File: config.mk
export PLATFORM = sky130hd
export DESIGN_NAME = imu_bias_calibrate_and_axis_remap
export DESIGN_NICKNAME = d
export VERILOG_FILES = /design/src/sv/imucal_pkg.sv /design/src/sv/imucal_lane.sv /design/src/sv/imucal_merge.sv /design/src/sv/imu_bias_calibrate_and_axis_remap.sv
export VERILOG_INCLUDE_DIRS = /design/src /design/src/sv
export SDC_FILE = /design/constraint.sdc
export NUM_CORES = 2
export LEC_CHECK = 0
export BUFFER_PORTS_ARGS = -buffer_cell sky130_fd_sc_hd__buf_2
export CAP_MARGIN = 25
export CORE_MARGIN = 4
export CORE_UTILIZATION = 40
export DETAILED_ROUTE_END_ITERATION = 12
export GPL_ROUTABILITY_DRIVEN = 0
export MAX_ROUTING_LAYER = met4
export SYNTH_ARGS = -nofsm -noshare
export SYNTH_HDL_FRONTEND = slang
export SYNTH_SLANG_ARGS = --single-unit
File: constraint.sdc
create_clock -name clock -period 19.9 [get_ports clock]
set_input_delay 5.97 -clock clock [delete_from_list [all_inputs] [get_ports clock]]
set_output_delay 5.97 -clock clock [all_outputs]
set_load 0.03 [all_outputs]
File: src/sv/imu_bias_calibrate_and_axis_remap_assert.svh
// assertion macros for the imu bias calibration and axis remap block
`ifndef IMU_BIAS_CALIBRATE_AND_AXIS_REMAP_ASSERT_SVH
`define IMU_BIAS_CALIBRATE_AND_AXIS_REMAP_ASSERT_SVH
`ifndef ASSERT_OFF
// check a property at every clock edge outside reset
`define IMUCAL_ASSERT(name, clk, rst, prop) \
   name: assert property (@(posedge clk) disable iff (rst) prop) \
      else $error("imucal assertion failed");
// check a property at every clock edge, reset included
`define IMUCAL_ASSERT_ALWAYS(name, clk, prop) \
   name: assert property (@(posedge clk) prop) \
      else $error("imucal assertion failed");
`else
`define IMUCAL_ASSERT(name, clk, rst, prop)
`define IMUCAL_ASSERT_ALWAYS(name, clk, prop)
`endif
`endif

File: src/sv/imucal_pkg.sv
// shared types, constants and orientation tables of the imu calibration block
package imucal_pkg;

   localparam int RAW_W  = 16;
   localparam int OUT_W  = 20;
   localparam int BIAS_W = 17;
   localparam int AVG_W  = 16;
   localparam int SEL_W  = 2;
   localparam int ORI_W  = 3;
   localparam int AXES   = 3;
   localparam int LANES  = 6;

   localparam logic signed [BIAS_W-1:0] ONE_G = 17'sd16384;

   // item kinds
   localparam logic REQ_MEAS = 1'b0;
   localparam logic REQ_CAL  = 1'b1;
   localparam logic RES_MEAS = 1'b0;
   localparam logic RES_BIAS = 1'b1;

   // register indexes of the csr port
   localparam logic [1:0] CSR_ACCEL_RANGE = 2'd0;
   localparam logic [1:0] CSR_GYRO_RANGE  = 2'd1;
   localparam logic [1:0] CSR_ORIENT      = 2'd2;

   // per orientation: source axis of each output axis
   localparam logic [1:0] AXIS_SRC [0:7][0:2] = '{
      '{2'd0, 2'd1, 2'd2}, '{2'd1, 2'd0, 2'd2}, '{2'd0, 2'd1, 2'd2}, '{2'd1, 2'd0, 2'd2},
      '{2'd2, 2'd1, 2'd0}, '{2'd2, 2'd0, 2'd1}, '{2'd2, 2'd1, 2'd0}, '{2'd2, 2'd0, 2'd1}
   };

   // per orientation: negate flag of each output axis
   localparam logic AXIS_NEG [0:7][0:2] = '{
      '{1'b0, 1'b0, 1'b0}, '{1'b1, 1'b0, 1'b0}, '{1'b1, 1'b1, 1'b0}, '{1'b0, 1'b1, 1'b0},
      '{1'b1, 1'b1, 1'b1}, '{1'b1, 1'b0, 1'b1}, '{1'b1, 1'b0, 1'b0}, '{1'b1, 1'b1, 1'b0}
   };

   // per orientation: axis that carries gravity
   localparam logic [1:0] GRAVITY_AXIS [0:7] = '{
      2'd2, 2'd2, 2'd2, 2'd2, 2'd0, 2'd1, 2'd0, 2'd1
   };

   typedef enum logic [1:0] {
      ST_IDLE,
      ST_DIV,
      ST_EMIT
   } state_type;

   // per-cycle commands from the sequencer to every lane
   typedef struct packed {
      logic acc_en;   // add the raw sample to the running sum
      logic last;     // load the divider and clear the sum
      logic step;     // one divider iteration
   } lane_ctrl_type;

endpackage

File: src/sv/imucal_lane.sv
// one axis lane: calibration sum, serial divider, bias and measurement correction
module imucal_lane import imucal_pkg::*; #(
   parameter int SUM_W = 23,
   parameter int CNT_W = 7
) (
   input  logic                     clock,
   input  logic                     reset,
   input  lane_ctrl_type            ctrl,
   input  logic signed [RAW_W-1:0]  raw,
   input  logic [SEL_W-1:0]         range_sel,
   input  logic [CNT_W-1:0]         divisor,
   input  logic                     bias_load,
   input  logic signed [BIAS_W-1:0] bias_in,
   output logic signed [AVG_W-1:0]  avg,
   output logic signed [OUT_W-1:0]  corr
);

   logic signed [SUM_W-1:0]  sum_ff, sum_in, sum_nxt;
   logic [SUM_W-1:0]         quo_ff, quo_in, sum_mag;
   logic [CNT_W-1:0]         rem_ff, rem_in;
   logic                     sign_ff, sign_in;
   logic signed [BIAS_W-1:0] bias_ff, bias_in_sel;
   logic [CNT_W:0]           shifted, diff;
   logic                     ge;
   logic [AVG_W-1:0]         q_low;
   logic signed [OUT_W-1:0]  scaled;

   // running sum and its magnitude for the divider
   always_comb begin
      sum_nxt = ctrl.acc_en ? sum_ff + {{(SUM_W-RAW_W){raw[RAW_W-1]}}, raw} : sum_ff;
      sum_mag = sum_nxt[SUM_W-1] ? SUM_W'(-sum_nxt) : SUM_W'(sum_nxt);
      sum_in  = ctrl.last ? '0 : sum_nxt;
   end

   // restoring divider, one quotient bit per step
   always_comb begin
      shifted = {rem_ff, quo_ff[SUM_W-1]};
      diff    = shifted - {1'b0, divisor};
      ge      = ~diff[CNT_W];
      rem_in  = rem_ff;
      quo_in  = quo_ff;
      sign_in = sign_ff;
      if (ctrl.last) begin
         rem_in  = '0;
         quo_in  = sum_mag;
         sign_in = sum_nxt[SUM_W-1];
      end else if (ctrl.step) begin
         rem_in = ge ? diff[CNT_W-1:0] : shifted[CNT_W-1:0];
         quo_in = {quo_ff[SUM_W-2:0], ge};
      end
   end

   // signed average, truncated toward zero
   always_comb begin
      q_low = quo_ff[AVG_W-1:0];
      if (divisor == '0) begin
         avg = '0;
      end else begin
         avg = sign_ff ? AVG_W'(-q_low) : AVG_W'(q_low);
      end
   end

   // measurement: range shift then bias removal
   always_comb begin
      scaled      = {{(OUT_W-RAW_W){raw[RAW_W-1]}}, raw} <<< range_sel;
      corr        = scaled - {{(OUT_W-BIAS_W){bias_ff[BIAS_W-1]}}, bias_ff};
      bias_in_sel = bias_load ? bias_in : bias_ff;
   end

   // state registers
   always_ff @(posedge clock) begin
      if (reset) begin
         sum_ff  <= '0;
         bias_ff <= '0;
      end else begin
         sum_ff  <= sum_in;
         bias_ff <= bias_in_sel;
      end
   end

   // divider working registers
   always_ff @(posedge clock) begin
      rem_ff  <= rem_in;
      quo_ff  <= quo_in;
      sign_ff <= sign_in;
   end

endmodule

File: src/sv/imucal_merge.sv
// merging stage: axis remap of corrected samples and gravity removal from biases
module imucal_merge import imucal_pkg::*; (
   input  logic [ORI_W-1:0]         orient,
   input  logic                     sel_bias,
   input  logic signed [OUT_W-1:0]  acc_corr [AXES],
   input  logic signed [OUT_W-1:0]  gyr_corr [AXES],
   input  logic signed [AVG_W-1:0]  acc_avg  [AXES],
   input  logic signed [AVG_W-1:0]  gyr_avg  [AXES],
   output logic signed [BIAS_W-1:0] acc_bias [AXES],
   output logic signed [BIAS_W-1:0] gyr_bias [AXES],
   output logic signed [OUT_W-1:0]  acc_res  [AXES],
   output logic signed [OUT_W-1:0]  gyr_res  [AXES]
);

   logic [1:0]              grav;
   logic [1:0]              src  [AXES];
   logic                    neg  [AXES];
   logic signed [OUT_W-1:0] acc_sel [AXES];
   logic signed [OUT_W-1:0] gyr_sel [AXES];

   // new biases: on the gravity axis one g is subtracted from a positive average, else added
   always_comb begin
      grav = GRAVITY_AXIS[orient];
      for (int i = 0; i < AXES; i++) begin
         acc_bias[i] = {acc_avg[i][AVG_W-1], acc_avg[i]};
         gyr_bias[i] = {gyr_avg[i][AVG_W-1], gyr_avg[i]};
         if (2'(i) == grav) begin
            if (acc_bias[i] > 0) begin
               acc_bias[i] = acc_bias[i] - ONE_G;
            end else begin
               acc_bias[i] = acc_bias[i] + ONE_G;
            end
         end
      end
   end

   // permute and negate, or pass the biases in sensor order
   always_comb begin
      for (int i = 0; i < AXES; i++) begin
         src[i]     = AXIS_SRC[orient][i];
         neg[i]     = AXIS_NEG[orient][i];
         acc_sel[i] = acc_corr[src[i]];
         gyr_sel[i] = gyr_corr[src[i]];
         if (sel_bias) begin
            acc_res[i] = {{(OUT_W-BIAS_W){acc_bias[i][BIAS_W-1]}}, acc_bias[i]};
            gyr_res[i] = {{(OUT_W-BIAS_W){gyr_bias[i][BIAS_W-1]}}, gyr_bias[i]};
         end else begin
            acc_res[i] = neg[i] ? -acc_sel[i] : acc_sel[i];
            gyr_res[i] = neg[i] ? -gyr_sel[i] : gyr_sel[i];
         end
      end
   end

endmodule

File: src/sv/imu_bias_calibrate_and_axis_remap.sv
// imu bias calibration and axis remap, top level
// measurement item: result registered at the accepting edge, one item per cycle while req_stall is low
// calibration item that is not last: accumulated into the running sums, no result
// last calibration item: the serial dividers run in the divide state, then the biases are formed
//   and the result registered in the emit state; the six lane dividers run together
// synchronous reset restores the range and orientation defaults and clears sums, count, biases
`include "imu_bias_calibrate_and_axis_remap_assert.svh"
module imu_bias_calibrate_and_axis_remap import imucal_pkg::*; #(
   parameter int CAL_SAMPLES_MAX = 64
) (
   input  logic                    clock,
   input  logic                    reset,
   // configuration
   input  logic                    csr_we,
   input  logic [1:0]              csr_index,
   input  logic [ORI_W-1:0]        csr_wdata,
   // request channel
   input  logic                    req_valid,
   output logic                    req_stall,
   input  logic                    req_type,
   input  logic                    req_cal_last,
   input  logic signed [RAW_W-1:0] req_accel_x_raw,
   input  logic signed [RAW_W-1:0] req_accel_y_raw,
   input  logic signed [RAW_W-1:0] req_accel_z_raw,
   input  logic signed [RAW_W-1:0] req_gyro_x_raw,
   input  logic signed [RAW_W-1:0] req_gyro_y_raw,
   input  logic signed [RAW_W-1:0] req_gyro_z_raw,
   // response channel
   output logic                    rsp_valid,
   input  logic                    rsp_stall,
   output logic                    rsp_result_kind,
   output logic signed [OUT_W-1:0] rsp_accel_x_out,
   output logic signed [OUT_W-1:0] rsp_accel_y_out,
   output logic signed [OUT_W-1:0] rsp_accel_z_out,
   output logic signed [OUT_W-1:0] rsp_gyro_x_out,
   output logic signed [OUT_W-1:0] rsp_gyro_y_out,
   output logic signed [OUT_W-1:0] rsp_gyro_z_out
);

   localparam int CNT_W  = $clog2(CAL_SAMPLES_MAX + 1);
   localparam int SUM_W  = RAW_W + 1 + $clog2(CAL_SAMPLES_MAX);
   localparam int STEP_W = $clog2(SUM_W);

   state_type               state_ff, state_in;
   logic [SEL_W-1:0]        acc_sel_ff, acc_sel_in, gyr_sel_ff, gyr_sel_in;
   logic [ORI_W-1:0]        orient_ff, orient_in;
   logic [CNT_W-1:0]        cnt_ff, cnt_in, div_ff, div_in;
   logic [STEP_W-1:0]       step_ff, step_in;
   logic                    rsp_valid_ff, rsp_valid_in;
   logic                    kind_ff, kind_in;
   logic signed [OUT_W-1:0] out_ff [LANES];
   logic signed [OUT_W-1:0] out_in [LANES];

   lane_ctrl_type           ctrl;
   logic                    accept, out_free, cnt_full, load_meas, load_bias, sel_bias;
   logic signed [RAW_W-1:0] raw      [LANES];
   logic [SEL_W-1:0]        lane_sel [LANES];
   logic signed [BIAS_W-1:0] lane_bias [LANES];
   logic signed [AVG_W-1:0] lane_avg  [LANES];
   logic signed [OUT_W-1:0] lane_corr [LANES];
   logic signed [OUT_W-1:0] acc_corr [AXES];
   logic signed [OUT_W-1:0] gyr_corr [AXES];
   logic signed [AVG_W-1:0] acc_avg  [AXES];
   logic signed [AVG_W-1:0] gyr_avg  [AXES];
   logic signed [BIAS_W-1:0] acc_bias [AXES];
   logic signed [BIAS_W-1:0] gyr_bias [AXES];
   logic signed [OUT_W-1:0] acc_res  [AXES];
   logic signed [OUT_W-1:0] gyr_res  [AXES];

   // configuration registers
   always_comb begin
      acc_sel_in = acc_sel_ff;
      gyr_sel_in = gyr_sel_ff;
      orient_in  = orient_ff;
      if (csr_we) begin
         case (csr_index)
            CSR_ACCEL_RANGE: acc_sel_in = csr_wdata[SEL_W-1:0];
            CSR_GYRO_RANGE:  gyr_sel_in = csr_wdata[SEL_W-1:0];
            CSR_ORIENT:      orient_in  = csr_wdata;
            default:         ;
         endcase
      end
   end

   // lane inputs
   always_comb begin
      raw[0] = req_accel_x_raw;
      raw[1] = req_accel_y_raw;
      raw[2] = req_accel_z_raw;
      raw[3] = req_gyro_x_raw;
      raw[4] = req_gyro_y_raw;
      raw[5] = req_gyro_z_raw;
      for (int i = 0; i < AXES; i++) begin
         lane_sel[i]        = acc_sel_ff;
         lane_sel[i + AXES] = gyr_sel_ff;
         lane_bias[i]        = acc_bias[i];
         lane_bias[i + AXES] = gyr_bias[i];
         acc_corr[i] = lane_corr[i];
         gyr_corr[i] = lane_corr[i + AXES];
         acc_avg[i]  = lane_avg[i];
         gyr_avg[i]  = lane_avg[i + AXES];
      end
   end

   // sequencer: accept, accumulate, divide, emit
   always_comb begin
      out_free    = ~rsp_valid_ff | ~rsp_stall;
      req_stall   = ~((state_ff == ST_IDLE) & out_free);
      accept      = req_valid & ~req_stall;
      cnt_full    = (cnt_ff == CNT_W'(CAL_SAMPLES_MAX));
      ctrl.acc_en = accept & (req_type == REQ_CAL) & ~cnt_full;
      ctrl.last   = accept & (req_type == REQ_CAL) & req_cal_last;
      ctrl.step   = 1'b0;
      load_meas   = accept & (req_type == REQ_MEAS);
      load_bias   = 1'b0;
      sel_bias    = 1'b0;
      state_in    = state_ff;
      step_in     = step_ff;
      div_in      = div_ff;
      cnt_in      = ctrl.acc_en ? cnt_ff + 1'b1 : cnt_ff;
      case (state_ff)
         ST_IDLE: begin
            if (ctrl.last) begin
               div_in   = cnt_in;
               cnt_in   = '0;
               step_in  = '0;
               state_in = ST_DIV;
            end
         end
         ST_DIV: begin
            ctrl.step = 1'b1;
            step_in   = step_ff + 1'b1;
            if (step_ff == STEP_W'(SUM_W - 1)) begin
               state_in = ST_EMIT;
            end
         end
         ST_EMIT: begin
            sel_bias = 1'b1;
            if (out_free) begin
               load_bias = 1'b1;
               state_in  = ST_IDLE;
            end
         end
         default: state_in = ST_IDLE;
      endcase
   end

   // output register
   always_comb begin
      rsp_valid_in = rsp_valid_ff & rsp_stall;
      kind_in      = kind_ff;
      for (int i = 0; i < AXES; i++) begin
         out_in[i]        = out_ff[i];
         out_in[i + AXES] = out_ff[i + AXES];
      end
      if (load_meas | load_bias) begin
         rsp_valid_in = 1'b1;
         kind_in      = load_bias ? RES_BIAS : RES_MEAS;
         for (int i = 0; i < AXES; i++) begin
            out_in[i]        = acc_res[i];
            out_in[i + AXES] = gyr_res[i];
         end
      end
   end

   // control registers
   always_ff @(posedge clock) begin
      if (reset) begin
         state_ff     <= ST_IDLE;
         acc_sel_ff   <= 2'd3;
         gyr_sel_ff   <= 2'd3;
         orient_ff    <= '0;
         cnt_ff       <= '0;
         div_ff       <= '0;
         step_ff      <= '0;
         rsp_valid_ff <= 1'b0;
      end else begin
         state_ff     <= state_in;
         acc_sel_ff   <= acc_sel_in;
         gyr_sel_ff   <= gyr_sel_in;
         orient_ff    <= orient_in;
         cnt_ff       <= cnt_in;
         div_ff       <= div_in;
         step_ff      <= step_in;
         rsp_valid_ff <= rsp_valid_in;
      end
   end

   // result fields
   always_ff @(posedge clock) begin
      kind_ff <= kind_in;
      for (int i = 0; i < LANES; i++) begin
         out_ff[i] <= out_in[i];
      end
   end

   // six axis lanes
   for (genvar g = 0; g < LANES; g++) begin : g_lane
      imucal_lane #(
         .SUM_W (SUM_W),
         .CNT_W (CNT_W)
      ) u_lane (
         .clock     (clock),
         .reset     (reset),
         .ctrl      (ctrl),
         .raw       (raw[g]),
         .range_sel (lane_sel[g]),
         .divisor   (div_ff),
         .bias_load (load_bias),
         .bias_in   (lane_bias[g]),
         .avg       (lane_avg[g]),
         .corr      (lane_corr[g])
      );
   end

   imucal_merge u_merge (
      .orient   (orient_ff),
      .sel_bias (sel_bias),
      .acc_corr (acc_corr),
      .gyr_corr (gyr_corr),
      .acc_avg  (acc_avg),
      .gyr_avg  (gyr_avg),
      .acc_bias (acc_bias),
      .gyr_bias (gyr_bias),
      .acc_res  (acc_res),
      .gyr_res  (gyr_res)
   );

   assign rsp_valid       = rsp_valid_ff;
   assign rsp_result_kind = kind_ff;
   assign rsp_accel_x_out = out_ff[0];
   assign rsp_accel_y_out = out_ff[1];
   assign rsp_accel_z_out = out_ff[2];
   assign rsp_gyro_x_out  = out_ff[3];
   assign rsp_gyro_y_out  = out_ff[4];
   assign rsp_gyro_z_out  = out_ff[5];

   // no item taken while the divider or bias emission is busy
   `IMUCAL_ASSERT(a_busy_stalls, clock, reset, (state_ff != ST_IDLE) |-> req_stall)
   // a last calibration item starts the divider
   `IMUCAL_ASSERT(a_last_starts_div, clock, reset, ctrl.last |=> (state_ff == ST_DIV))
   // bias emission puts a bias result in the output register
   `IMUCAL_ASSERT(a_emit_loads, clock, reset,
      (state_ff == ST_EMIT && out_free) |=> (rsp_valid_ff && kind_ff == RES_BIAS))
   // the sample count never passes its limit
   `IMUCAL_ASSERT(a_cnt_bound, clock, reset, cnt_ff <= CNT_W'(CAL_SAMPLES_MAX))

endmodule

== Word-level counts from Yosys, hierarchy flattened ==
Memory sizes are Yosys's and may differ from the RTL's.
Index checks and enable logic that the tools add are counted.
Word-level totals
  memories: 4
  bits of input ports: 108
  word-level logic and storage cells: 248
  memory bits (read-only): 88
  bits in writable memories: 120
  register bits: 453
  output and inout port bits: 123
  bits in latches: 0
Operators by class
  reduce and logical (&&, ||, !) cells: 13
  div/mod/pow operators: 0
  shifts and indexed selects: 6
  $lt $le $gt $ge: 7
  multiply operators: 0
  bitwise gates (word level): 24
  add/sub/neg operators: 44
  equality and inequality tests: 11
  muxes and demuxes: 100
Memory list
  out_ff: depth 6, bits a word 20, rd ports 6, clocked after Yosys merged registers in 0, write ports 6, RTL line imu_bias_calibrate_and_axis_remap.sv:51  | logic signed [OUT_W-1:0] out_ff [LANES];
  (no name shown): depth 8, bits a word 6, rd ports 1, clocked after Yosys merged registers in 0, write ports 0, RTL line imucal_merge.sv:40  | src[i] = AXIS_SRC[orient][i];
  (no name shown): depth 8, bits a word 3, rd ports 1, clocked after Yosys merged registers in 0, write ports 0, RTL line imucal_merge.sv:41  | neg[i] = AXIS_NEG[orient][i];
  (no name shown): depth 8, bits a word 2, rd ports 1, clocked after Yosys merged registers in 0, write ports 0, RTL line imucal_merge.sv:23  | grav = GRAVITY_AXIS[orient];
Operators with widths (number)
  23-bit two-way mux: 24
  20-bit two-way mux: 24
  20-bit binary-select mux with 2-bit select: 6
  16-bit two-way mux: 12
  23-bit adder: 6
  23-bit negator: 6
  120-bit two-way mux: 1
  20-bit negator: 6
  20-bit by 2-bit <<< shifter with 20-bit output: 6
  20-bit subtractor: 6
  17-bit two-way mux: 6
  16-bit negator: 6
  7-bit two-way mux: 9
  16-bit by 16-bit adder with 17-bit output (second input constant): 3
  16-bit by 16-bit subtractor with 17-bit output (second input constant): 3
  16-bit by 1-bit greater-than comparator with 1-bit output (second input constant): 3
  8-bit by 7-bit subtractor with 8-bit output: 6
  6-bit two-way mux: 2
  1-bit NOT: 11
  2-bit two-way mux: 5
  5-bit one-hot mux with 2 select lines: 1
  2-bit AND reduction: 5
  3-bit greater-or-equal comparator (second input constant): 3
  2-bit NOT with 3-bit output: 3
  other kinds (23): 42

== Depth between registers and ports, before layout ==
  depth after elaboration: 12
  gate-level depth with buffers: 20
  depth with buffers taken out: 16

== Hierarchy ==
Synthesis repeated with hierarchy kept, for this count alone.
Second synthesis, totals
  cell total of the unflattened synthesis: 5992
  area, all modules: 51987.4 um2
By module, submodules not included
  imucal_lane at g_lane[0].u_lane ...: area an instance 6643.9 um2, cells each 774, times used 3, seq. area each 1661.6 um2
  imucal_merge: area an instance 7139.3 um2, cells each 1013, times used 1, seq. area each 0.0 um2
  imucal_lane at g_lane[1].u_lane: area an instance 6765.2 um2, cells each 819, times used 1, seq. area each 1661.6 um2
  imucal_lane at g_lane[5].u_lane: area an instance 6621.4 um2, cells each 785, times used 1, seq. area each 1661.6 um2
  imucal_lane at g_lane[4].u_lane: area an instance 6528.8 um2, cells each 782, times used 1, seq. area each 1661.6 um2
  imu_bias_calibrate_and_axis_remap: area an instance 5001.0 um2, cells each 271, times used 1, seq. area each 4214.0 um2

== Worst setup path after synthesis ==
No wires, ideal clock.
  kind: input to register
  start: in req_type
  end: mem out_ff[0][0], enable pin
  setup time: 781 ps
  arrival: 14959 ps
  required time: 19119 ps
  buffers on the path: 0
  stages on the path: 3
  setup slack: 4160 ps
  path through: inv_1 > a21oi_1 > a211oi_1
RTL lines
  start, declared: RTL line imu_bias_calibrate_and_axis_remap.sv:20  | input logic req_type,
  end, declared: RTL line imu_bias_calibrate_and_axis_remap.sv:51

== Worst setup path after layout ==
  start: in rsp_stall
  end: out req_stall
On the way
  longest elaborated chain between the ends: 4
Ends and longest elaborated chain
  start, declared: RTL line imu_bias_calibrate_and_axis_remap.sv:30  | input logic rsp_stall,
  1-bit NOT: RTL line imu_bias_calibrate_and_axis_remap.sv:107  | out_free = ~rsp_valid_ff | ~rsp_stall;
  1-bit bitwise OR: RTL line imu_bias_calibrate_and_axis_remap.sv:107
  1-bit bitwise AND: RTL line imu_bias_calibrate_and_axis_remap.sv:108  | req_stall = ~((state_ff == ST_IDLE) & out_free);
  1-bit NOT: RTL line imu_bias_calibrate_and_axis_remap.sv:108
  end, declared: RTL line imu_bias_calibrate_and_axis_remap.sv:19  | output logic req_stall,
No other way between the ends.

==> metrics <==
status complete, no violations; simple-gate share of the synthesized area 20.0%; DR vias 46100; Psw 1.77 mW; Startpoint Class primary input; layout cells sized above 1 9.71%; CP peak stage delay 470 ps; ys async rst share 0%; initial antenna violation count 21; core area 0.124 mm2; Area growth, synth to finish 9.65%; multi-input logic area 0.0334 mm2; chip width 361 um; cell at the slowest stage of the critical path a211oi_2; Rows 129; DP Area approximately 0.052 mm2; die height between 300 and 400 um; Inserted Clock Buffers 68; maxcap violations 0; Final HPWL DP 122000 um; Port-buffer cells 230; TritonCTS clock tree yes; #FFs+latches synth 573; Cell Chain, Critical Path buf_2 > a211oi_2 > inv_1 > buf_2; clk buf depth 3; die area between 0.1 and 0.15 mm2; synthesized area around 0.050 mm2; pin count of the biggest net entering global routing 256; most frequent cells in the layout 670 x nand2_1, 562 x nor2_1, 479 x o21ai_0; RSZ-0062 raised after global routing false; post-route ant nets 0; TNS Setup 0 ps; XOR/XNOR share of the synthesized area just over 8%; Worst slew margin 18.9%; clk_skew 27.7 ps; CTS H-tree depth 3; Peak VDD IR 0.0613 mV; worst r2r src gyr_sel_ff[1]; mux share of post-synthesis cell area under 10%; average cell area after synthesis 8.17 um2; Setup crit end req_stall; PwrDens 86.0 mW/mm2; drt pass-1 iters 6; sw frac between 30% and 40%; Via-to-Cell Ratio 5.89; Least-Margin Pin Slew between 1000 and 1500 ps; final-layout fill cell count 12400; syn nets 6521; Mapped Cells 6082; DR DRC count 0; Critical R2R Capture out_ff[3][18]; Initial Util ~40%; Comb pwr share 39.9%; initial DRC count 4281; CP Capture Type output pin; WP depth 4; worst-skew pair later-pin latency 640 ps; most frequent CP cell buf_2; worst-path maximum fanout 4; worst hold path class register to register; Hold Crit Start g_lane[5].u_lane.bias_ff[4]; CTS Sinks 573; Final setup violation count 0; critical path startpoint rsp_stall; DR WL/cell 20.6 um; Total Routing Usage GR around 24%; post-cts resize count 0; Sequential Area 0.0141 mm2; WP buf/inv 3; Final Util 44.1%; synth unique cells 113; Crit path max-delay family compound AO/OA/AOI/OAI gates; clock-pin slew on the worst setup and hold paths 60 ps; # Post-CTS Setup Buffers 0; P_leak 21.3 nW; internal power around 2.9 mW; Nets 6544; first-pass GRT wire length 247000 um; clock power share roughly 29%; cells on worst reg2reg path 16; Flop pwr share between 30% and 40%; hold_ws 454 ps; CP required approximately 14000 ps; vias in the first global route 41500; hold buffers post-CTS 0; Overflow after GRT 0; fin. max-slew vios 0; register-to-register setup slack 13890 ps; YS warnings 0; final non-filler cell area 0.0545 mm2; final hold vios 0; largest family of logic cells by synthesized area compound AO/OA/AOI/OAI gates; Final min period 12810 ps; io pins roughly 230; final wirelength roughly 160000 um; most common cell after layout, fill and taps aside nand2_1; adder-cell share of the synthesized area approximately 8.6%; crit path DAT 6840 ps; WS Path Type primary input to output pin; compound-cell area share of the yosys netlist 22.6%; Root Driver clkbuf_16; maximum clock frequency 78.1 MHz; ys flop type dfxtp_1; number of flops mapped to enable cells by yosys 265; Seq/Total Area, Yosys 28.4%; Final period util 64.4%
-- how the worst min path moves through the flow --
stage                                               to  depth (start not counted)  slack [ps]
after floorplan           g_lane[0].u_lane.bias_ff[10]                          2         440
after global placement     g_lane[1].u_lane.bias_ff[7]                          2         440
after detailed placement  g_lane[2].u_lane.bias_ff[13]                          2         450
after CTS                  g_lane[5].u_lane.bias_ff[3]                          2         450
after global routing       g_lane[2].u_lane.bias_ff[4]                          2         470
final                      g_lane[5].u_lane.bias_ff[4]                          2         450
-- worst reg2reg max path, stage by stage, from the launching register on --
cell and delay (ps):
dfxtp_2 730, buf_4 540, nor2b_1 580, nand2_1 140
o21ai_0 130, ha_1 290, o21a_1 160, o31a_1 380
o2111a_1 380, nor4b_1 100, o21ai_0 420, nand2_1 130
a222oi_1 780, nand3b_1 300, o41ai_2 390, xor2_1 180
a21oi_1 90
-- cell families after synthesis --
family	after synthesis
xor+xnor	472
flops	573
fa+ha+maj	331
compound gates	1766
mux	302
buf+inv	559
simple gates	2079
-- registers in the layout, indices dropped and copies added (netlist names), 6 cells and up --
| register | count |
|---|---|
| cnt_ff | 7 |
| div_ff | 7 |
| g_lane.u_lane.bias_ff | 99 |
| g_lane.u_lane.quo_ff | 138 |
| g_lane.u_lane.rem_ff | 42 |
| g_lane.u_lane.sign_ff | 6 |
| g_lane.u_lane.sum_ff | 138 |
| out_ff | 120 |
-- final cells by class --
class	instances	area share, %
Clock inverter	41	0.967
Sequential cell	573	25.9
Tap cell	1637	3.76
Inverter	238	1.64
Multi-Input combinational cell	4950	61.4
Clock buffer	85	3.43
Antenna cell	19	0.0872
Timing Repair Buffer	274	2.81
-- power groups by stage --
stage | clock (mW) | sequential [mW] | combinational, mW
3_3_place_gp | 0 | 1.47 | 1.80
5_1_grt | 1.44 | 1.47 | 2.05
6_report | 1.36 | 1.45 | 1.87
4_1_cts | 1.40 | 1.45 | 1.84
2_1_floorplan | 0 | 1.49 | 1.32
3_5_place_dp | 0 | 1.48 | 1.83
-- synthesized netlist by cell type, drive strengths merged (31+ instances only) --
library cell	instances	area share, %
o21a	77	1.2
dfxtp	308	12
ha	313	7.9
and2	50	0.63
or3	70	0.89
xor2	209	3.7
nor2	564	4.3
o211ai	51	0.79
nand2b	52	0.65
or2	31	0.40
edfxtp	265	16
and3	61	0.77
buf	96	0.96
clkbuf	225	1.7
a21o	114	1.7
mux4	54	2.4
inv	237	1.8
o21ai	525	5.3
xnor2	263	4.6
a211oi	87	1.4
nand4	45	0.57
nor2b	92	1.2
nand2	674	5.1
nand3	161	1.6
a31oi	81	1.0
mux2	39	0.88
mux2i	209	4.2
a21oi	471	4.8
o31ai	72	1.1
nor3	116	1.2
-- layer usage --
| layer | wire [um] | global-route usage (%) | up-vias |
|---|---|---|---|
| met1 | 76000 | 35.4 | 22000 |
| met4 | 4430 | 7.13 | 0 |
| met2 | 66100 | 34.5 | 1587 |
| met3 | 14200 | 4.45 | 220 |
| met5 | 0 | - | - |
| li1 | - | - | 22300 |
-- through the flow --
stage | setup WS, ps | total power [mW] | std cells
6_report | 7090 | 4.68 | 7817
5_1_grt | 7060 | 4.96 | 7813
4_1_cts | 7100 | 4.69 | 7794
3_5_place_dp | 7100 | 3.31 | 7668
3_3_place_gp | 7080 | 3.27 | 7668
2_1_floorplan | 4160 | 2.82 | 6082
Power figures use the tool's default switching activity.
